$ cat src/rtl/cppb_pkg.sv
// ----------------------------------------------------------------------------
// cppb_pkg
// shared types for the can ping-pong buffer: stored message layout and the
// command and status groups between controller and datapath
// ----------------------------------------------------------------------------
`timescale 1ns / 1ps
`default_nettype none

package cppb_pkg;

    localparam int unsigned ID_W      = 29;
    localparam int unsigned LENGTH_W  = 4;
    localparam int unsigned PAYLOAD_W = 64;
    localparam int unsigned FILTER_W  = 8;

    // one stored message, id in the lowest bits
    typedef struct packed {
        logic [FILTER_W-1:0]  filter_index;
        logic [PAYLOAD_W-1:0] payload;
        logic [LENGTH_W-1:0]  length;
        logic                 remote;
        logic                 ext_format;
        logic [ID_W-1:0]      id;
    } msg_t;

    localparam int unsigned MSG_W = $bits(msg_t);

    // buffer select codes
    localparam logic SEL_A = 1'b0;
    localparam logic SEL_B = 1'b1;

    // controller to datapath
    typedef struct packed {
        logic push;      // append the incoming item
        logic push_sel;  // buffer to append to
        logic pop;       // remove the oldest entry and start its read
        logic pop_sel;   // buffer to remove from
        logic load_out;  // move the read data into the output register
    } cmd_t;

    // datapath to controller
    typedef struct packed {
        logic a_empty;
        logic a_full;
        logic b_empty;
        logic b_full;
        logic out_free;  // output register can take a new item this cycle
    } status_t;

endpackage : cppb_pkg

`default_nettype wire

$ cat src/rtl/cppb_ram.sv
// ----------------------------------------------------------------------------
// cppb_ram
// generic simple dual-port ram, one write and one read port, registered read
// ----------------------------------------------------------------------------
`timescale 1ns / 1ps
`default_nettype none

module cppb_ram #(
    parameter int unsigned WIDTH = 8,
    parameter int unsigned DEPTH = 16,
    localparam int unsigned AW = (DEPTH > 1) ? $clog2(DEPTH) : 1
) (
    input  wire logic             clk,
    input  wire logic             we,
    input  wire logic [AW-1:0]    waddr,
    input  wire logic [WIDTH-1:0] wdata,
    input  wire logic             re,
    input  wire logic [AW-1:0]    raddr,
    output logic      [WIDTH-1:0] rdata
);

    logic [WIDTH-1:0] mem [DEPTH];

    always_ff @(posedge clk)
    begin
        if (we)
        begin
            mem[waddr] <= wdata;
        end
    end

    // read data holds while re is low
    always_ff @(posedge clk)
    begin
        if (re)
        begin
            rdata <= mem[raddr];
        end
    end

endmodule : cppb_ram

`default_nettype wire

$ cat src/rtl/cppb_ctrl.sv
// ----------------------------------------------------------------------------
// cppb_ctrl
// sequencer plus the fill and drain state machines of the ping-pong buffer
// ----------------------------------------------------------------------------
`timescale 1ns / 1ps
`default_nettype none

module cppb_ctrl
    import cppb_pkg::*;
(
    input  wire logic    clk,
    input  wire logic    rst_n,
    input  wire logic    in_valid,
    output logic         in_ready,
    input  wire status_t status,
    output cmd_t         cmd
);

    typedef enum logic [1:0] {
        SEQ_IDLE,
        SEQ_SEND,
        SEQ_READ
    } seq_t;

    typedef enum logic [1:0] {
        FILL_A,
        FILL_B,
        FILL_WAIT
    } fill_t;

    typedef enum logic [1:0] {
        DRAIN_IDLE,
        DRAIN_A,
        DRAIN_B
    } drain_t;

    seq_t   seq_reg,   seq_next;
    fill_t  fill_reg,  fill_next;
    drain_t drain_reg, drain_next;
    logic   accept;

    assign in_ready = (seq_reg == SEQ_IDLE);
    assign accept   = in_valid && in_ready;

    always_comb
    begin
        seq_next   = seq_reg;
        fill_next  = fill_reg;
        drain_next = drain_reg;
        cmd        = '0;

        unique case (seq_reg)
            SEQ_IDLE:
            begin
                // save step on the accept edge
                if (accept)
                begin
                    seq_next = SEQ_SEND;
                    unique case (fill_reg)
                        FILL_A:
                        begin
                            if (!status.a_full)
                            begin
                                cmd.push     = 1'b1;
                                cmd.push_sel = SEL_A;
                            end
                            else
                            begin
                                fill_next = status.b_empty ? FILL_B : FILL_WAIT;
                            end
                        end
                        FILL_B:
                        begin
                            if (!status.b_full)
                            begin
                                cmd.push     = 1'b1;
                                cmd.push_sel = SEL_B;
                            end
                            else
                            begin
                                fill_next = status.a_empty ? FILL_A : FILL_WAIT;
                            end
                        end
                        default:
                        begin
                            if (status.a_empty)
                            begin
                                fill_next = FILL_A;
                            end
                            else if (status.b_empty)
                            begin
                                fill_next = FILL_B;
                            end
                            else
                            begin
                                fill_next = FILL_WAIT;
                            end
                        end
                    endcase
                end
            end
            SEQ_SEND:
            begin
                // send step sees the counts as the save step left them
                seq_next = SEQ_IDLE;
                unique case (drain_reg)
                    DRAIN_A:
                    begin
                        if (status.a_empty)
                        begin
                            drain_next = DRAIN_IDLE;
                        end
                        else
                        begin
                            cmd.pop     = 1'b1;
                            cmd.pop_sel = SEL_A;
                            seq_next    = SEQ_READ;
                        end
                    end
                    DRAIN_B:
                    begin
                        if (status.b_empty)
                        begin
                            drain_next = DRAIN_IDLE;
                        end
                        else
                        begin
                            cmd.pop     = 1'b1;
                            cmd.pop_sel = SEL_B;
                            seq_next    = SEQ_READ;
                        end
                    end
                    default:
                    begin
                        if (status.a_full)
                        begin
                            drain_next = DRAIN_A;
                        end
                        else if (status.b_full)
                        begin
                            drain_next = DRAIN_B;
                        end
                        else
                        begin
                            drain_next = DRAIN_IDLE;
                        end
                    end
                endcase
            end
            SEQ_READ:
            begin
                if (status.out_free)
                begin
                    cmd.load_out = 1'b1;
                    seq_next     = SEQ_IDLE;
                end
            end
            default:
            begin
                seq_next = SEQ_IDLE;
            end
        endcase
    end

    always_ff @(posedge clk or negedge rst_n)
    begin
        if (!rst_n)
        begin
            seq_reg   <= SEQ_IDLE;
            fill_reg  <= FILL_A;
            drain_reg <= DRAIN_IDLE;
        end
        else
        begin
            seq_reg   <= seq_next;
            fill_reg  <= fill_next;
            drain_reg <= drain_next;
        end
    end

endmodule : cppb_ctrl

`default_nettype wire

$ cat src/rtl/cppb_datapath.sv
// ----------------------------------------------------------------------------
// cppb_datapath
// head and fill counters of both buffers, the message ram and the output
// register
// ----------------------------------------------------------------------------
`timescale 1ns / 1ps
`default_nettype none

module cppb_datapath
    import cppb_pkg::*;
#(
    parameter int unsigned QUEUE_DEPTH = 10
) (
    input  wire logic    clk,
    input  wire logic    rst_n,
    input  wire cmd_t    cmd,
    output status_t      status,
    input  wire msg_t    in_msg,
    output msg_t         out_msg,
    output logic         out_source,
    output logic         out_valid,
    input  wire logic    out_ready
);

    localparam int unsigned RAM_DEPTH = 2 * QUEUE_DEPTH;
    localparam int unsigned AW = (RAM_DEPTH > 1) ? $clog2(RAM_DEPTH) : 1;
    localparam int unsigned HW = (QUEUE_DEPTH > 1) ? $clog2(QUEUE_DEPTH) : 1;
    localparam int unsigned CW = $clog2(QUEUE_DEPTH + 1);
    localparam logic [AW-1:0] QD_A    = AW'(QUEUE_DEPTH);
    localparam logic [CW-1:0] QD_C    = CW'(QUEUE_DEPTH);
    localparam logic [HW-1:0] HEAD_LAST = HW'(QUEUE_DEPTH - 1);

    logic [HW-1:0] head_a_reg, head_a_next, head_b_reg, head_b_next;
    logic [CW-1:0] count_a_reg, count_a_next, count_b_reg, count_b_next;

    logic [HW-1:0] push_head, pop_head;
    logic [CW-1:0] push_count;
    logic [AW-1:0] wsum, wslot, waddr, raddr;
    msg_t          rdata;

    logic          src_reg;
    logic          out_valid_reg, out_valid_next;
    msg_t          out_msg_reg;
    logic          out_source_reg;

    // write slot: (head + count) mod depth, sum stays below twice the depth
    assign push_head  = cmd.push_sel ? head_b_reg  : head_a_reg;
    assign push_count = cmd.push_sel ? count_b_reg : count_a_reg;
    assign wsum  = AW'(push_head) + AW'(push_count);
    assign wslot = (wsum >= QD_A) ? (wsum - QD_A) : wsum;
    assign waddr = wslot + (cmd.push_sel ? QD_A : '0);

    assign pop_head = cmd.pop_sel ? head_b_reg : head_a_reg;
    assign raddr    = AW'(pop_head) + (cmd.pop_sel ? QD_A : '0);

    always_comb
    begin
        head_a_next  = head_a_reg;
        head_b_next  = head_b_reg;
        count_a_next = count_a_reg;
        count_b_next = count_b_reg;
        if (cmd.push)
        begin
            if (cmd.push_sel == SEL_B)
            begin
                count_b_next = count_b_reg + CW'(1);
            end
            else
            begin
                count_a_next = count_a_reg + CW'(1);
            end
        end
        else if (cmd.pop)
        begin
            if (cmd.pop_sel == SEL_B)
            begin
                count_b_next = count_b_reg - CW'(1);
                head_b_next  = (head_b_reg == HEAD_LAST) ? '0 : head_b_reg + HW'(1);
            end
            else
            begin
                count_a_next = count_a_reg - CW'(1);
                head_a_next  = (head_a_reg == HEAD_LAST) ? '0 : head_a_reg + HW'(1);
            end
        end
    end

    always_ff @(posedge clk or negedge rst_n)
    begin
        if (!rst_n)
        begin
            head_a_reg  <= '0;
            head_b_reg  <= '0;
            count_a_reg <= '0;
            count_b_reg <= '0;
        end
        else
        begin
            head_a_reg  <= head_a_next;
            head_b_reg  <= head_b_next;
            count_a_reg <= count_a_next;
            count_b_reg <= count_b_next;
        end
    end

    cppb_ram #(
        .WIDTH (MSG_W),
        .DEPTH (RAM_DEPTH)
    ) u_ram (
        .clk   (clk),
        .we    (cmd.push),
        .waddr (waddr),
        .wdata (in_msg),
        .re    (cmd.pop),
        .raddr (raddr),
        .rdata (rdata)
    );

    // output register
    always_comb
    begin
        out_valid_next = out_valid_reg;
        if (cmd.load_out)
        begin
            out_valid_next = 1'b1;
        end
        else if (out_ready)
        begin
            out_valid_next = 1'b0;
        end
    end

    always_ff @(posedge clk or negedge rst_n)
    begin
        if (!rst_n)
        begin
            out_valid_reg <= 1'b0;
        end
        else
        begin
            out_valid_reg <= out_valid_next;
        end
    end

    always_ff @(posedge clk)
    begin
        if (cmd.pop)
        begin
            src_reg <= cmd.pop_sel;
        end
        if (cmd.load_out)
        begin
            out_msg_reg    <= rdata;
            out_source_reg <= src_reg;
        end
    end

    assign status.a_empty  = (count_a_reg == '0);
    assign status.a_full   = (count_a_reg >= QD_C);
    assign status.b_empty  = (count_b_reg == '0);
    assign status.b_full   = (count_b_reg >= QD_C);
    assign status.out_free = !out_valid_reg || out_ready;

    assign out_msg    = out_msg_reg;
    assign out_source = out_source_reg;
    assign out_valid  = out_valid_reg;

endmodule : cppb_datapath

`default_nettype wire

$ cat src/rtl/can_ping_pong_buffer_core.sv
// ----------------------------------------------------------------------------
// can_ping_pong_buffer_core
// ping-pong double buffer for received can messages
// ----------------------------------------------------------------------------
// Each item on the input stream is one received can message. Two buffers, A
// and B, of QUEUE_DEPTH entries each share one ram of 2*QUEUE_DEPTH words.
// A fill machine appends items to one buffer at a time; when that buffer is
// full the item is dropped and filling moves to the other buffer if it is
// empty, or waits until one of them is. A drain machine starts on a full
// buffer and forwards one of its entries, oldest first, per input item, so
// at most one result leaves for each item taken in. An item that causes no
// result passes through the accept and drain decision steps; one that
// forwards a message also has a ram read and a load of the output register,
// which waits while m_axis_tready blocks the output register. The separate
// read and load steps come from the single ram read port and its registered
// read. A finished result sits in the output register while the next item
// is accepted. The ram needs no clearing after reset: only entries that
// hold a message are ever read.
// ----------------------------------------------------------------------------
`timescale 1ns / 1ps
`default_nettype none

module can_ping_pong_buffer_core
    import cppb_pkg::*;
#(
    parameter int unsigned QUEUE_DEPTH = 10
) (
    input  wire logic         clk,
    input  wire logic         rst_n,

    // input stream, one received message per item
    input  wire logic         s_axis_tvalid,
    output logic              s_axis_tready,
    // tdata: in_id [28:0], in_length [32:29], in_payload [96:33],
    //        in_filter_index [104:97], zero fill [111:105]
    input  wire logic [111:0] s_axis_tdata,
    // tuser: in_ext_format [0], in_remote [1]
    input  wire logic [1:0]   s_axis_tuser,

    // output stream, one forwarded message per item
    output logic              m_axis_tvalid,
    input  wire logic         m_axis_tready,
    // tdata: out_id [28:0], out_length [32:29], out_payload [96:33],
    //        out_filter_index [104:97], zero fill [111:105]
    output logic [111:0]      m_axis_tdata,
    // tuser: out_ext_format [0], out_remote [1], source_buffer [2]
    output logic [2:0]        m_axis_tuser
);

    cmd_t    cmd;
    status_t status;
    msg_t    in_msg;
    msg_t    out_msg;
    logic    out_source;

    // unpack the incoming item into the stored message layout
    always_comb
    begin
        in_msg.id           = s_axis_tdata[28:0];
        in_msg.length       = s_axis_tdata[32:29];
        in_msg.payload      = s_axis_tdata[96:33];
        in_msg.filter_index = s_axis_tdata[104:97];
        in_msg.ext_format   = s_axis_tuser[0];
        in_msg.remote       = s_axis_tuser[1];
    end

    // sequencer, fill and drain machines
    cppb_ctrl u_ctrl (
        .clk      (clk),
        .rst_n    (rst_n),
        .in_valid (s_axis_tvalid),
        .in_ready (s_axis_tready),
        .status   (status),
        .cmd      (cmd)
    );

    // counters, message ram and output register
    cppb_datapath #(
        .QUEUE_DEPTH (QUEUE_DEPTH)
    ) u_datapath (
        .clk        (clk),
        .rst_n      (rst_n),
        .cmd        (cmd),
        .status     (status),
        .in_msg     (in_msg),
        .out_msg    (out_msg),
        .out_source (out_source),
        .out_valid  (m_axis_tvalid),
        .out_ready  (m_axis_tready)
    );

    // pack the forwarded item
    assign m_axis_tdata = {7'd0, out_msg.filter_index, out_msg.payload,
                           out_msg.length, out_msg.id};
    assign m_axis_tuser = {out_source, out_msg.remote, out_msg.ext_format};

endmodule : can_ping_pong_buffer_core

`default_nettype wire

$ cat config.mk
export PLATFORM = sky130hd
export DESIGN_NAME = can_ping_pong_buffer_core
export DESIGN_NICKNAME = d
export VERILOG_FILES = /design/src/rtl/cppb_pkg.sv /design/src/rtl/cppb_ram.sv /design/src/rtl/cppb_ctrl.sv /design/src/rtl/cppb_datapath.sv /design/src/rtl/can_ping_pong_buffer_core.sv
export SDC_FILE = /design/constraint.sdc
export NUM_CORES = 2
export LEC_CHECK = 0
export ABC_AREA = 1
export BUFFER_PORTS_ARGS = -buffer_cell sky130_fd_sc_hd__buf_2
export CAP_MARGIN = 0
export CORE_ASPECT_RATIO = 0.5
export CORE_MARGIN = 3
export CORE_UTILIZATION = 55
export DETAILED_ROUTE_END_ITERATION = 8
export PLACE_DENSITY = 0.83
export SETUP_SLACK_MARGIN = 0.4
export SLEW_MARGIN = 10
export SYNTH_ARGS = -nofsm -noshare
export SYNTH_HDL_FRONTEND = slang
export SYNTH_SLANG_ARGS = --single-unit
$ cat constraint.sdc
create_clock -name clk -period 10.03 [get_ports clk]
set_input_delay 2.006 -clock clk [delete_from_list [all_inputs] [get_ports clk]]
set_output_delay 2.006 -clock clk [all_outputs]
set_load 0.1 [all_outputs]
==> summary.md <==
| Metric | Value |
|---|---|
| Core ar. | 171000 um2 |
| Seq/Total Area, Yosys | 0.751 |
| Via count | 61982 |
| Final setup fails | 0 |
| Area delta synth->final | 9.87% |
| Initial antenna violation count | 30 |
| RSZ-0062 raised after global routing | false |
| Nets | 7766 |
| Maximum VDD drop | 0.000161 V |
| I/O pins | 235 |
| Max Clock Skew | 0.0393 ns |
| Clk Latency, worst-skew pair | 0.85 ns |
| Synth Area per Inst | 12.5 um2 |
| Period minus WS final | 7.14 ns |
| Slew @ Worst Pin | 1.23 ns |
| Synth area leader | edfxtp_1 |
| Reg clk slew, reported paths | 0.07 ns |
| Logic pwr share | 0.008 |
| Routed len/inst | 23.3 um |
| Fin Setup TNS | 0 ns |
| Final GP Congestion | 0.809 |
| Antenna viol nets, final | 0 |
| Post-synth ARST share | 0.00967 |
| Crit share post-route | 0.712 |
| Worst EP required | 10.50 ns |
| Area of the mapped netlist | 94900 um2 |
| Clock power share | 0.401 |
| P_leak | 37.0 nW |
| Cells after Synth | 7595 |
| Routed wire length | 236000 um |
| Cts repair resizes | 0 |
| Setup bufs post-CTS | 0 |
| Critical path's most frequent cell | nand2_1 |
| Total Routing Usage GR | 0.259 |
| CTS tree | done |
| Placed instance area | 98200 um2 |
| Count leader, synth | edfxtp_1 |
| Synth area leaders | edfxtp_1 (75%), nand3_1 (9.1%), nand2_1 (7.2%), inv_1 (1.6%), buf_2 (1.0%) |
| Fin area | 104000 um2 |
| Global-route wire length before repair | 353000 um |
| Synth top area share | 0.745 |
| CTS Buf Count | 200 |
| Flip-flop and latch count after synthesis | 2379 |
| CTS max path bufs | 3 |
| Final hold violation count | 0 |
| Switch share | 0.193 |
| Power Total | 0.0184 W |
| Via-to-Cell Ratio | 6.14 |
| CP Class | input pin to register |
| Reg2Reg Setup Slack | 3.38 ns |
| Ys Warns | 0 |
| Hold-fix buffers, CTS | 0 |
| Layout fillers | 11692 |
| CTS Root Buffer Type | clkbuf_16 |
| Sink Count | 2379 |
| Vias in the first global route | 60873 |
| Sequential share of power | 0.591 |
| Starting Density | 0.556 |
| Outcome | finished clean |
| DIE HEIGHT | 300 um |
| CP cell instances | buf_2, nand2_1, nor2_1, o21ai_0, ha_1, fa_1, inv_1, nand2_1, and2_1, ha_1, nand2_1, nand3_1, nand2_1, xor2_1, ha_1, nand2_1, inv_1, nand3_1, nand3_1, nand4_1, nor2_4, buf_12 |
| Initial drt markers | 10292 |
| DRC viols | 0 |
| Layout cells sized above 1 | 0.0915 |
| Largest net degree at the start of global routing | 219 |
| Pwr/cell area | 177 nW/um2 |
| Worst Path Arrival | 7.61 ns |
| F_max | 140 MHz |
| Crit-path max cell delay | 1.04 ns |
| Synth Flop Type | edfxtp_1 |
| Max-cap violations | 0 |
| Yosys cell types | 42 |
| Internal | 0.0149 W |
| Commonest cells post-synth | edfxtp_1 (2356), nand2_1 (1830), nand3_1 (1729) |
| Row count | 107 |
| # H-tree levels | 4 |
| Slowest-stage cell, CP | nor2_4 |
| Max reg flops | 2140 |
| NetSw | 0.00356 W |
| CP startpoint kind | input pin |
| Chip Width | 594 um |
| Hold/Removal Path Class | register to register |
| Placement Setup Slack | 2.22 ns |
| Port bufs | 220 |
| Die area | 178000 um2 |
| WHS | 0.414 ns |
| First-pass DRT Iterations | 8 |
| Slew Viols, Final | 0 |
| Crit-path max FO | 50 |
| Crit. End Element | register |
| Post-DP HPWL | 112000 um |
| Final WS setup | 2.89 ns |
| Grt ovf | 0 |
| Rel. slew slack | 0.179 |
| Count of flip-flops with a built-in enable after synthesis | 2356 |
[cell usage in the layout, fill, tap and decap left out, types with 14 or more instances in the layout]
master,instances
buf_12,37
buf_2,220
buf_4,48
clkbuf_1,54
clkbuf_16,202
clkinv_1,53
clkinv_2,34
dfrtp_1,23
diode_2,22
edfxtp_1,2356
ha_1,14
inv_1,415
nand2_1,1826
nand3_1,1729
nand3b_1,87
nor2_1,127
nor2_4,22
o21ai_0,186
o21ai_1,48
o22ai_1,108
or2_2,109
[logic make-up after synthesis]
family,synth area share
simple gates,0.185
compound gates,0.0204
buf+inv,0.0388
mux,0.000224
other cells,0.0000395
flops,0.751
xor+xnor,0.00163
fa+ha+maj,0.00261
[worst paths after layout]
| path | from | depth (start not counted) | end |
|---|---|---|---|
| setup reg to reg | u_datapath.count_b_reg[1] | 22 | u_datapath.u_ram.mem[1][79] |
| max in group asynchronous | rst_n | 1 | u_datapath.head_a_reg[2] |
| hold / removal | u_datapath.u_ram.rdata[59] | 0 | u_datapath.out_msg[59] |
| min in group asynchronous | rst_n | 1 | u_datapath.head_a_reg[3] |
| setup / recovery | s_axis_tvalid | 22 | u_datapath.u_ram.mem[1][79] |
| hold reg to reg | u_datapath.u_ram.rdata[59] | 0 | u_datapath.out_msg[59] |
[cell type report]
type / count / area, um2 / share of cell area
flip-flops and latches: 2379 / 71300 / 0.684
multi-input cells: 4323 / 20200 / 0.194
clock buffers: 256 / 5260 / 0.0504
well taps: 2289 / 2860 / 0.0275
repair buffers: 305 / 2200 / 0.0211
inverters: 421 / 1610 / 0.0154
clock inverters: 108 / 801 / 0.00768
diodes: 22 / 55.1 / 0.000528
[critical path: cells and delay by family]
family,cells,cell delay [ns]
compound gates,1,0.22
fa+ha+maj,4,1.19
buf+inv,4,0.65
xor+xnor,1,0.19
simple gates,12,3.25
[power by group through the flow]
stage          Combinational (W)  Sequential [W]  Clock, W
6_report                0.000150          0.0109   0.00738
5_1_grt                 0.000163          0.0109   0.00781
4_1_cts                 0.000148          0.0109   0.00738
3_5_place_dp            0.000148          0.0111         0
3_3_place_gp            0.000140          0.0111         0
2_1_floorplan          0.0000177          0.0111         0
[per-layer routing]
metal	up-vias	share of wire	global-route usage
li1	26965	-	-
met1	29713	0.35	0.335
met2	4678	0.49	0.427
met3	626	0.12	0.0454
met4	0	0.041	0.134
met5	-	0	0
[stage by stage]
step	cells	utilization
after floorplan	7601	-
after global placement	9716	0.575
after detailed placement	9716	0.575
after CTS	10080	0.610
after global routing	10101	0.610
final	10103	0.611
No activity file was read; power rests on OpenSTA's default activity.
